[src/sv/dcsp_pkg.sv]
// Package for the delta command stream parser: codes, record types, magic table.
`default_nettype none
package dcsp_pkg;

  localparam int CHECKSUM_BYTES_DEF = 8;
  localparam int QDEPTH = 4;
  localparam int QPW = $clog2(QDEPTH);
  localparam int QCW = $clog2(QDEPTH + 1);

  localparam logic [2:0] KIND_HEADER  = 3'd0;
  localparam logic [2:0] KIND_COPY    = 3'd1;
  localparam logic [2:0] KIND_ADD_HDR = 3'd2;
  localparam logic [2:0] KIND_ADD_DAT = 3'd3;
  localparam logic [2:0] KIND_END_OK  = 3'd4;
  localparam logic [2:0] KIND_ERROR   = 3'd5;

  localparam logic [3:0] ERR_NONE        = 4'd0;
  localparam logic [3:0] ERR_BAD_HEADER  = 4'd1;
  localparam logic [3:0] ERR_TRUNC_COPY  = 4'd2;
  localparam logic [3:0] ERR_TRUNC_ADD   = 4'd3;
  localparam logic [3:0] ERR_TRUNC_DATA  = 4'd4;
  localparam logic [3:0] ERR_COPY_RANGE  = 4'd5;
  localparam logic [3:0] ERR_ADD_RANGE   = 4'd6;
  localparam logic [3:0] ERR_TRAILING    = 4'd7;
  localparam logic [3:0] ERR_MISSING_END = 4'd8;
  localparam logic [3:0] ERR_UNKNOWN_OP  = 4'd9;

  localparam logic [7:0] OP_END  = 8'd0;
  localparam logic [7:0] OP_COPY = 8'd1;
  localparam logic [7:0] OP_ADD  = 8'd2;

  typedef enum logic [3:0] {
    PH_MAGIC,
    PH_FLAGS,
    PH_VSIZE,
    PH_SRCSUM,
    PH_DSTSUM,
    PH_OPCODE,
    PH_COPY,
    PH_ADDARGS,
    PH_ADDDATA,
    PH_DISCARD
  } phase_t;

  typedef struct packed {
    logic [2:0]  kind;
    logic [7:0]  flags_byte;
    logic [31:0] target_size;
    logic [63:0] source_checksum;
    logic [63:0] target_checksum;
    logic [31:0] src_offset;
    logic [31:0] dst_offset;
    logic [31:0] run_length;
    logic [7:0]  data_byte;
    logic [3:0]  error_code;
    logic        last_of_run;
  } rec_t;

  // Records caused by one byte: an optional main record, then an optional error.
  typedef struct packed {
    logic       has_main;
    rec_t       main;
    logic       has_err;
    logic [3:0] err_code;
  } parse_res_t;

  function automatic logic [7:0] magic_byte(input logic [1:0] idx);
    logic [7:0] b;
    case (idx)
      2'd0:    b = 8'h44;
      2'd1:    b = 8'h4C;
      2'd2:    b = 8'h54;
      default: b = 8'h03;
    endcase
    return b;
  endfunction

endpackage
`default_nettype wire

[src/sv/dcsp_parse.sv]
// Parser state and per-byte decode for the delta command stream.
`default_nettype none
module dcsp_parse #(
  parameter int CHECKSUM_BYTES = dcsp_pkg::CHECKSUM_BYTES_DEF
) (
  input  wire                  clk,
  input  wire                  rst,
  input  wire                  step,
  input  wire [7:0]            byte_in,
  input  wire                  last_byte,
  output dcsp_pkg::parse_res_t res
);
  import dcsp_pkg::*;

  phase_t      phase, phase_next;
  logic [4:0]  cnt, cnt_next;
  logic [63:0] sw, sw_next;
  logic [31:0] vsize, vsize_next;
  logic [31:0] src, src_next;
  logic [31:0] dst, dst_next;
  logic [31:0] rem, rem_next;
  logic [7:0]  hflags, hflags_next;
  logic [63:0] ssum, ssum_next;

  logic [63:0] take_sw;
  logic [4:0]  take_cnt;
  logic [31:0] len;
  logic [31:0] rem_dec;
  logic        range_ok;
  logic        err_fire;
  logic [3:0]  err_code;
  logic        cmd_done;

  assign take_sw  = {sw[55:0], byte_in};
  assign take_cnt = cnt + 5'd1;
  assign len      = take_sw[31:0];
  assign range_ok = (dst <= vsize) && (len <= vsize - dst);
  assign rem_dec  = (rem != 32'd0) ? rem - 32'd1 : rem;

  always_comb begin
    phase_next  = phase;
    cnt_next    = cnt;
    sw_next     = sw;
    vsize_next  = vsize;
    src_next    = src;
    dst_next    = dst;
    rem_next    = rem;
    hflags_next = hflags;
    ssum_next   = ssum;
    res         = '0;
    err_fire    = 1'b0;
    err_code    = ERR_NONE;
    cmd_done    = 1'b0;

    case (phase)
      PH_MAGIC: begin
        if (byte_in != magic_byte(cnt[1:0])) begin
          err_fire = 1'b1;
          err_code = ERR_BAD_HEADER;
        end else begin
          cnt_next = take_cnt;
          if (take_cnt >= 5'd4) begin
            phase_next = PH_FLAGS;
            cnt_next   = '0;
            sw_next    = '0;
          end
          if (last_byte) begin
            err_fire = 1'b1;
            err_code = ERR_BAD_HEADER;
          end
        end
      end
      PH_FLAGS: begin
        hflags_next = byte_in;
        phase_next  = PH_VSIZE;
        cnt_next    = '0;
        sw_next     = '0;
        if (last_byte) begin
          err_fire = 1'b1;
          err_code = ERR_BAD_HEADER;
        end
      end
      PH_VSIZE: begin
        sw_next  = take_sw;
        cnt_next = take_cnt;
        if (take_cnt >= 5'd4) begin
          vsize_next = take_sw[31:0];
          phase_next = PH_SRCSUM;
          cnt_next   = '0;
          sw_next    = '0;
        end
        if (last_byte) begin
          err_fire = 1'b1;
          err_code = ERR_BAD_HEADER;
        end
      end
      PH_SRCSUM: begin
        sw_next  = take_sw;
        cnt_next = take_cnt;
        if (take_cnt >= 5'(CHECKSUM_BYTES)) begin
          ssum_next  = take_sw;
          phase_next = PH_DSTSUM;
          cnt_next   = '0;
          sw_next    = '0;
        end
        if (last_byte) begin
          err_fire = 1'b1;
          err_code = ERR_BAD_HEADER;
        end
      end
      PH_DSTSUM: begin
        sw_next  = take_sw;
        cnt_next = take_cnt;
        if (take_cnt >= 5'(CHECKSUM_BYTES)) begin
          res.has_main             = 1'b1;
          res.main.kind            = KIND_HEADER;
          res.main.flags_byte      = hflags;
          res.main.target_size     = vsize;
          res.main.source_checksum = ssum;
          res.main.target_checksum = take_sw;
          cmd_done                 = 1'b1;
        end else if (last_byte) begin
          err_fire = 1'b1;
          err_code = ERR_BAD_HEADER;
        end
      end
      PH_OPCODE: begin
        if (byte_in == OP_END) begin
          if (last_byte) begin
            res.has_main  = 1'b1;
            res.main.kind = KIND_END_OK;
            phase_next    = PH_MAGIC;
            cnt_next      = '0;
            sw_next       = '0;
          end else begin
            err_fire = 1'b1;
            err_code = ERR_TRAILING;
          end
        end else if (byte_in == OP_COPY) begin
          phase_next = PH_COPY;
          cnt_next   = '0;
          sw_next    = '0;
          if (last_byte) begin
            err_fire = 1'b1;
            err_code = ERR_TRUNC_COPY;
          end
        end else if (byte_in == OP_ADD) begin
          phase_next = PH_ADDARGS;
          cnt_next   = '0;
          sw_next    = '0;
          if (last_byte) begin
            err_fire = 1'b1;
            err_code = ERR_TRUNC_ADD;
          end
        end else begin
          err_fire = 1'b1;
          err_code = ERR_UNKNOWN_OP;
        end
      end
      PH_COPY: begin
        sw_next  = take_sw;
        cnt_next = take_cnt;
        if (take_cnt == 5'd4) src_next = take_sw[31:0];
        if (take_cnt == 5'd8) dst_next = take_sw[31:0];
        if (take_cnt >= 5'd12) begin
          if (!range_ok) begin
            err_fire = 1'b1;
            err_code = ERR_COPY_RANGE;
          end else begin
            res.has_main        = 1'b1;
            res.main.kind       = KIND_COPY;
            res.main.src_offset = src;
            res.main.dst_offset = dst;
            res.main.run_length = len;
            cmd_done            = 1'b1;
          end
        end else if (last_byte) begin
          err_fire = 1'b1;
          err_code = ERR_TRUNC_COPY;
        end
      end
      PH_ADDARGS: begin
        sw_next  = take_sw;
        cnt_next = take_cnt;
        if (take_cnt == 5'd4) dst_next = take_sw[31:0];
        if (take_cnt >= 5'd8) begin
          if (!range_ok) begin
            err_fire = 1'b1;
            err_code = ERR_ADD_RANGE;
          end else begin
            res.has_main        = 1'b1;
            res.main.kind       = KIND_ADD_HDR;
            res.main.dst_offset = dst;
            res.main.run_length = len;
            rem_next            = len;
            if (len == 32'd0) begin
              cmd_done = 1'b1;
            end else begin
              phase_next = PH_ADDDATA;
              cnt_next   = '0;
              sw_next    = '0;
              if (last_byte) begin
                err_fire = 1'b1;
                err_code = ERR_TRUNC_DATA;
              end
            end
          end
        end else if (last_byte) begin
          err_fire = 1'b1;
          err_code = ERR_TRUNC_ADD;
        end
      end
      PH_ADDDATA: begin
        res.has_main       = 1'b1;
        res.main.kind      = KIND_ADD_DAT;
        res.main.data_byte = byte_in;
        rem_next           = rem_dec;
        if (rem_dec == 32'd0) begin
          cmd_done = 1'b1;
        end else if (last_byte) begin
          err_fire = 1'b1;
          err_code = ERR_TRUNC_DATA;
        end
      end
      PH_DISCARD: begin
        if (last_byte) begin
          phase_next = PH_MAGIC;
          cnt_next   = '0;
          sw_next    = '0;
        end
      end
      default: begin
        phase_next = PH_MAGIC;
        cnt_next   = '0;
        sw_next    = '0;
      end
    endcase

    // command complete: back to opcode; on the last byte END is missing
    if (cmd_done) begin
      phase_next = PH_OPCODE;
      cnt_next   = '0;
      sw_next    = '0;
      if (last_byte) begin
        err_fire = 1'b1;
        err_code = ERR_MISSING_END;
      end
    end

    // error: drop bytes up to the last one, or restart if this is it
    if (err_fire) begin
      res.has_err  = 1'b1;
      res.err_code = err_code;
      phase_next   = last_byte ? PH_MAGIC : PH_DISCARD;
      cnt_next     = '0;
      sw_next      = '0;
    end
  end

  always_ff @(posedge clk) begin
    if (rst) begin
      phase  <= PH_MAGIC;
      cnt    <= '0;
      sw     <= '0;
      vsize  <= '0;
      src    <= '0;
      dst    <= '0;
      rem    <= '0;
      hflags <= '0;
      ssum   <= '0;
    end else if (step) begin
      phase  <= phase_next;
      cnt    <= cnt_next;
      sw     <= sw_next;
      vsize  <= vsize_next;
      src    <= src_next;
      dst    <= dst_next;
      rem    <= rem_next;
      hflags <= hflags_next;
      ssum   <= ssum_next;
    end
  end

endmodule
`default_nettype wire

[src/sv/delta_command_stream_parser.sv]
// Top level of the delta command stream parser: input register, parser, result queue.
// Takes one byte of a 32-bit delta file per transfer and sustains one byte per clock.
// A byte is first held in an input register; when the queue has room, the parser
// decodes it against its state and writes the zero, one or two records it causes
// into a four-entry result queue, whose head record drives the outputs. The input
// stalls only while the queue has fewer than two free entries, which happens only
// when the output side stalls. Records are header, copy, add header, add data, end
// ok and error; fields a kind does not use read as zero, and last_of_run marks the
// final record caused by a byte. After an error, bytes produce no records until the
// byte flagged last_byte, after which a new header is expected. CHECKSUM_BYTES sets
// the length of each header checksum.
`default_nettype none
module delta_command_stream_parser #(
  parameter int CHECKSUM_BYTES = dcsp_pkg::CHECKSUM_BYTES_DEF
) (
  input  wire         clk,
  input  wire         rst,
  input  wire         in_valid,
  output logic        in_stall,
  input  wire  [7:0]  byte_in,
  input  wire         last_byte,
  output logic        out_valid,
  input  wire         out_stall,
  output logic [2:0]  kind,
  output logic [7:0]  flags_byte,
  output logic [31:0] target_size,
  output logic [63:0] source_checksum,
  output logic [63:0] target_checksum,
  output logic [31:0] src_offset,
  output logic [31:0] dst_offset,
  output logic [31:0] run_length,
  output logic [7:0]  data_byte,
  output logic [3:0]  error_code,
  output logic        last_of_run
);
  import dcsp_pkg::*;

  // input register
  logic       in_v;
  logic [7:0] in_b;
  logic       in_l;

  // parser step happens when a byte waits and the queue has room for two records
  logic       step;
  logic       in_xfer;
  logic       out_xfer;

  parse_res_t res;
  rec_t       main_rec, err_rec, e0, e1;
  logic [1:0] push_n;

  // result queue
  rec_t           q [QDEPTH];
  logic [QPW-1:0] head, tail;
  logic [QCW-1:0] count, count_next;
  rec_t           head_rec;

  assign step     = in_v && (count <= QCW'(QDEPTH - 2));
  assign in_stall = in_v && !step;
  assign in_xfer  = in_valid && !in_stall;
  assign out_xfer = out_valid && !out_stall;

  always_ff @(posedge clk) begin
    if (rst) begin
      in_v <= 1'b0;
    end else if (in_xfer) begin
      in_v <= 1'b1;
    end else if (step) begin
      in_v <= 1'b0;
    end
  end

  always_ff @(posedge clk) begin
    if (in_xfer) begin
      in_b <= byte_in;
      in_l <= last_byte;
    end
  end

  dcsp_parse #(
    .CHECKSUM_BYTES(CHECKSUM_BYTES)
  ) u_parse (
    .clk      (clk),
    .rst      (rst),
    .step     (step),
    .byte_in  (in_b),
    .last_byte(in_l),
    .res      (res)
  );

  // order: main record first, error record after it
  always_comb begin
    main_rec             = res.main;
    main_rec.last_of_run = !res.has_err;
    err_rec              = '0;
    err_rec.kind         = KIND_ERROR;
    err_rec.error_code   = res.err_code;
    err_rec.last_of_run  = 1'b1;
    e0                   = res.has_main ? main_rec : err_rec;
    e1                   = err_rec;
    if (step) begin
      push_n = {1'b0, res.has_main} + {1'b0, res.has_err};
    end else begin
      push_n = 2'd0;
    end
  end

  assign count_next = count + QCW'(push_n) - QCW'(out_xfer);

  always_ff @(posedge clk) begin
    if (rst) begin
      head  <= '0;
      tail  <= '0;
      count <= '0;
    end else begin
      head  <= head + QPW'(out_xfer);
      tail  <= tail + QPW'(push_n);
      count <= count_next;
    end
  end

  always_ff @(posedge clk) begin
    if (push_n != 2'd0) q[tail] <= e0;
    if (push_n == 2'd2) q[tail + QPW'(1)] <= e1;
  end

  assign head_rec        = q[head];
  assign out_valid       = (count != '0);
  assign kind            = head_rec.kind;
  assign flags_byte      = head_rec.flags_byte;
  assign target_size     = head_rec.target_size;
  assign source_checksum = head_rec.source_checksum;
  assign target_checksum = head_rec.target_checksum;
  assign src_offset      = head_rec.src_offset;
  assign dst_offset      = head_rec.dst_offset;
  assign run_length      = head_rec.run_length;
  assign data_byte       = head_rec.data_byte;
  assign error_code      = head_rec.error_code;
  assign last_of_run     = head_rec.last_of_run;

  // queue never holds more than its depth
  a_count_bound: assert property (@(posedge clk) disable iff (rst)
    count <= QCW'(QDEPTH))
    else $error("result queue overflow");

  // an error record always closes the run of its byte
  a_err_last: assert property (@(posedge clk) disable iff (rst)
    (out_valid && kind == KIND_ERROR) |-> last_of_run)
    else $error("error record not marked last_of_run");

  // records other than errors carry no error code
  a_noerr_code: assert property (@(posedge clk) disable iff (rst)
    (out_valid && kind != KIND_ERROR) |-> (error_code == ERR_NONE))
    else $error("error code on a non-error record");

  // a held byte that was not decoded is still held next cycle
  a_hold_byte: assert property (@(posedge clk) disable iff (rst)
    (in_v && !step) |=> (in_v && $stable(in_b) && $stable(in_l)))
    else $error("input register lost an undecoded byte");

  // a byte that causes two records needs both queue slots free of a pop race
  a_push_room: assert property (@(posedge clk) disable iff (rst)
    (push_n == 2'd2) |-> (count <= QCW'(QDEPTH - 2)))
    else $error("double push without room");

endmodule
`default_nettype wire
[config.mk]
export PLATFORM = sky130hd
export DESIGN_NAME = delta_command_stream_parser
export DESIGN_NICKNAME = d
export VERILOG_FILES = /design/src/sv/dcsp_pkg.sv /design/src/sv/dcsp_parse.sv /design/src/sv/delta_command_stream_parser.sv
export SDC_FILE = /design/constraint.sdc
export NUM_CORES = 2
export LEC_CHECK = 0
export BUFFER_PORTS_ARGS = -buffer_cell sky130_fd_sc_hd__buf_2
export CAP_MARGIN = 40
export CORE_MARGIN = 2
export CORE_UTILIZATION = 55
export CTS_CLUSTER_DIAMETER = 100
export DETAILED_ROUTE_END_ITERATION = 16
export PLACE_DENSITY_LB_ADDON = 0.12
export SETUP_SLACK_MARGIN = 0.05
export SYNTH_ARGS = -nofsm -noshare
export SYNTH_HDL_FRONTEND = slang
export SYNTH_HIERARCHICAL = 1
export SYNTH_SLANG_ARGS = --single-unit
[constraint.sdc]
create_clock -name clk -period 13 [get_ports clk]
set_clock_uncertainty 0.15 [all_clocks]
set_input_delay 2.6 -clock clk [delete_from_list [all_inputs] [get_ports clk]]
set_output_delay 2.6 -clock clk [all_outputs]
set_load 0.02 [all_outputs]
==> run summary <==
measured slew at the worst slew-check pin -> 1274 ps
final worst path period need -> 8851 ps
Post-CTS Repair Setup Buffers -> 0
number of antenna violations at the first check in global routing -> 7
maximum net fanout on the critical path -> 60
number of setup violations in the final report -> 0
fraction of final layout cells with drive strength greater than 1 -> 0.2181
Post-Route Setup TNS -> 0 ps
worst min-delay path startpoint -> q[3][74]
number of buffers created by CTS -> 147
largest stage delay on the critical path -> 710 ps
Final Cycle Share -> 0.6808
worst max-slew margin expressed relative to the limit -> 0.1509
launch point of the worst path -> u_parse/dst[2]
total power per unit cell area -> 153.4 nW/um^2
worst hold path class -> register to register
Final Max Slew Viols -> 0
number of routed nets with antenna violations -> 0
max-capacitance violation count -> 0
path type of the worst setup path -> register to register
die area -> 111,000 sq um
Final Non-Filler Cells -> 7,155
Vert. Die Dim -> 333.1 microns
total of cells resized after clock tree synthesis -> 0
starting density of the core -> 0.5556
worst-case clock buffer depth -> 3
die extent in x -> 333.1 microns
count of input and output buffers -> 294
mean routed wirelength per cell -> 25.78 microns
number of buffers added to fix hold violations after cts -> 0
global placement routability congestion -> 0.9509
total wire length -> 184,400 microns
Yosys warning total -> 6
total global-route track usage -> 0.3257
CTS tree -> built
area grow syn2layout -> 11.52%
final core utilization -> 0.6197
area of the mapped netlist -> 59,570 sq um
DRT Pass-1 Iters -> 5
global-route wire length before repair -> 281,500 microns
worst skew pair latency -> 770 ps
Leakage -> 23.65 nW
Peak Freq -> 0.1130 GHz
hpwl dp -> 109,400 microns
Reg clk slew, reported paths -> 60 ps
number of vias per cell after detailed routing -> 6.460
gate count after technology mapping -> 5,601
required arrival time at the worst endpoint -> 13,520 ps
cell at the root of the clock tree -> clkbuf_16
count of final hold-check violations -> 0
# nets final -> 5,723
setup repair after global routing missed its margin -> no
total placed cells including tap cells -> 6,886
remaining routing DRC violations -> 0
VDD IR max -> 0.1636 mV
pre-CTS setup slack -> 4390 ps
number of primary I/O pins -> 295
site row count -> 120
post-layout worst setup margin -> 4149 ps
GRT overflow -> 0
source of the worst register-to-register timing path -> u_parse/dst[2]
critical path launch point type -> register
number of violations reported at the end of detailed-routing iteration 0 -> 4,910
endpoint class of the critical path -> register
Sink Count -> 1,402
Worst path slowest cell -> buf_4
Vias -> 46,220
count of H-tree levels built during CTS -> 4
outcome -> finished, final reports clean
maximum number of pins on one net before global-route repair -> 160
via count of the first global-routing pass -> 44,640
data arrival time of the critical path -> 9370 ps
floorplan core area -> 107,200 sq um
sum of internal, switching and leakage power -> 10.19 mW
average instance area after synthesis -> 10.64 sq um
[final timing paths]
check                  end  slack [ps]  cells past startpoint
hold reg to reg   q[3][74]         300                      2
setup / recovery  q[2][56]        4150                     29
setup reg to reg  q[2][56]        4150                     29
hold / removal    q[3][74]         300                      2
[final cells by class]
type	count	area [sq um]
Antenna cell	3	7.507
Fill cell	8833	40770
Timing Repair Buffer	395	2555
Multi-Input combinational cell	3609	28490
Inverter	77	289.0
Clock inverter	45	526.8
Tap cell	1403	1755
Sequential cell	1402	28320
Clock buffer	221	4483
[per-layer routing]
| layer | vias up | share of wire | track usage |
|---|---|---|---|
| li1 | 20760 | - | - |
| met1 | 23130 | 0.45 | 0.4768 |
| met5 | - | 0.00017 | 0 |
| met2 | 2018 | 0.44 | 0.4863 |
| met3 | 311 | 0.082 | 0.05547 |
| met4 | 4 | 0.031 | 0.1135 |
[state kept, by name, summed over array words and instances, names as in the netlist]
name,flops
q,1120
u_parse/ssum,64
u_parse/sw,56
u_parse/dst,32
u_parse/rem,32
u_parse/src,32
u_parse/vsize,32
in_b,8
u_parse/hflags,8
u_parse/cnt,5
u_parse/phase,4
count,3
head,2
tail,2
in_l,1
in_v,1
[cells in the final DEF, fill, tap and decap left out, types with 18 or more instances in the layout]
cell / count
a211oi_1: 18
a21oi_1: 216
a22o_1: 59
and2_1: 179
and3_1: 76
buf_2: 293
buf_4: 77
clkbuf_1: 27
clkbuf_16: 152
clkbuf_8: 42
clkinv_2: 19
dfxtp_1: 1375
edfxtp_1: 25
ha_1: 76
inv_1: 72
mux2i_1: 42
mux4_2: 280
nand2_1: 890
nand2b_1: 18
nand3_1: 40
nand4_1: 27
nor2_1: 134
nor3_1: 60
nor4_1: 22
o21ai_0: 94
o21ai_2: 241
o2bb2ai_1: 777
o2bb2ai_2: 43
xnor2_1: 27
xor2_1: 21
[where the power goes]
group | internal (mW) | switching (mW) | leakage, nW
Combinational | 0.470 | 1.00 | 9.87
Sequential | 4.35 | 0.0571 | 11.3
Clock | 2.55 | 1.77 | 2.46
[critical path: cells and delay by family (launching register included)]
family          cells  cell delay [ps]
flops               1              330
simple gates        8             1940
fa+ha+maj           3             1030
buf+inv             4             1850
xor+xnor            1               90
compound gates     13             3220
[through the flow]
stage | area [sq um] | hold slack [ps]
2_1_floorplan | 59580 | 269.9
3_3_place_gp | 61170 | 278.4
3_5_place_dp | 61410 | 286.1
4_1_cts | 66420 | 299.1
5_1_grt | 66420 | 311.1
6_report | 66430 | 296.5
Power figures use the tool's default switching activity.
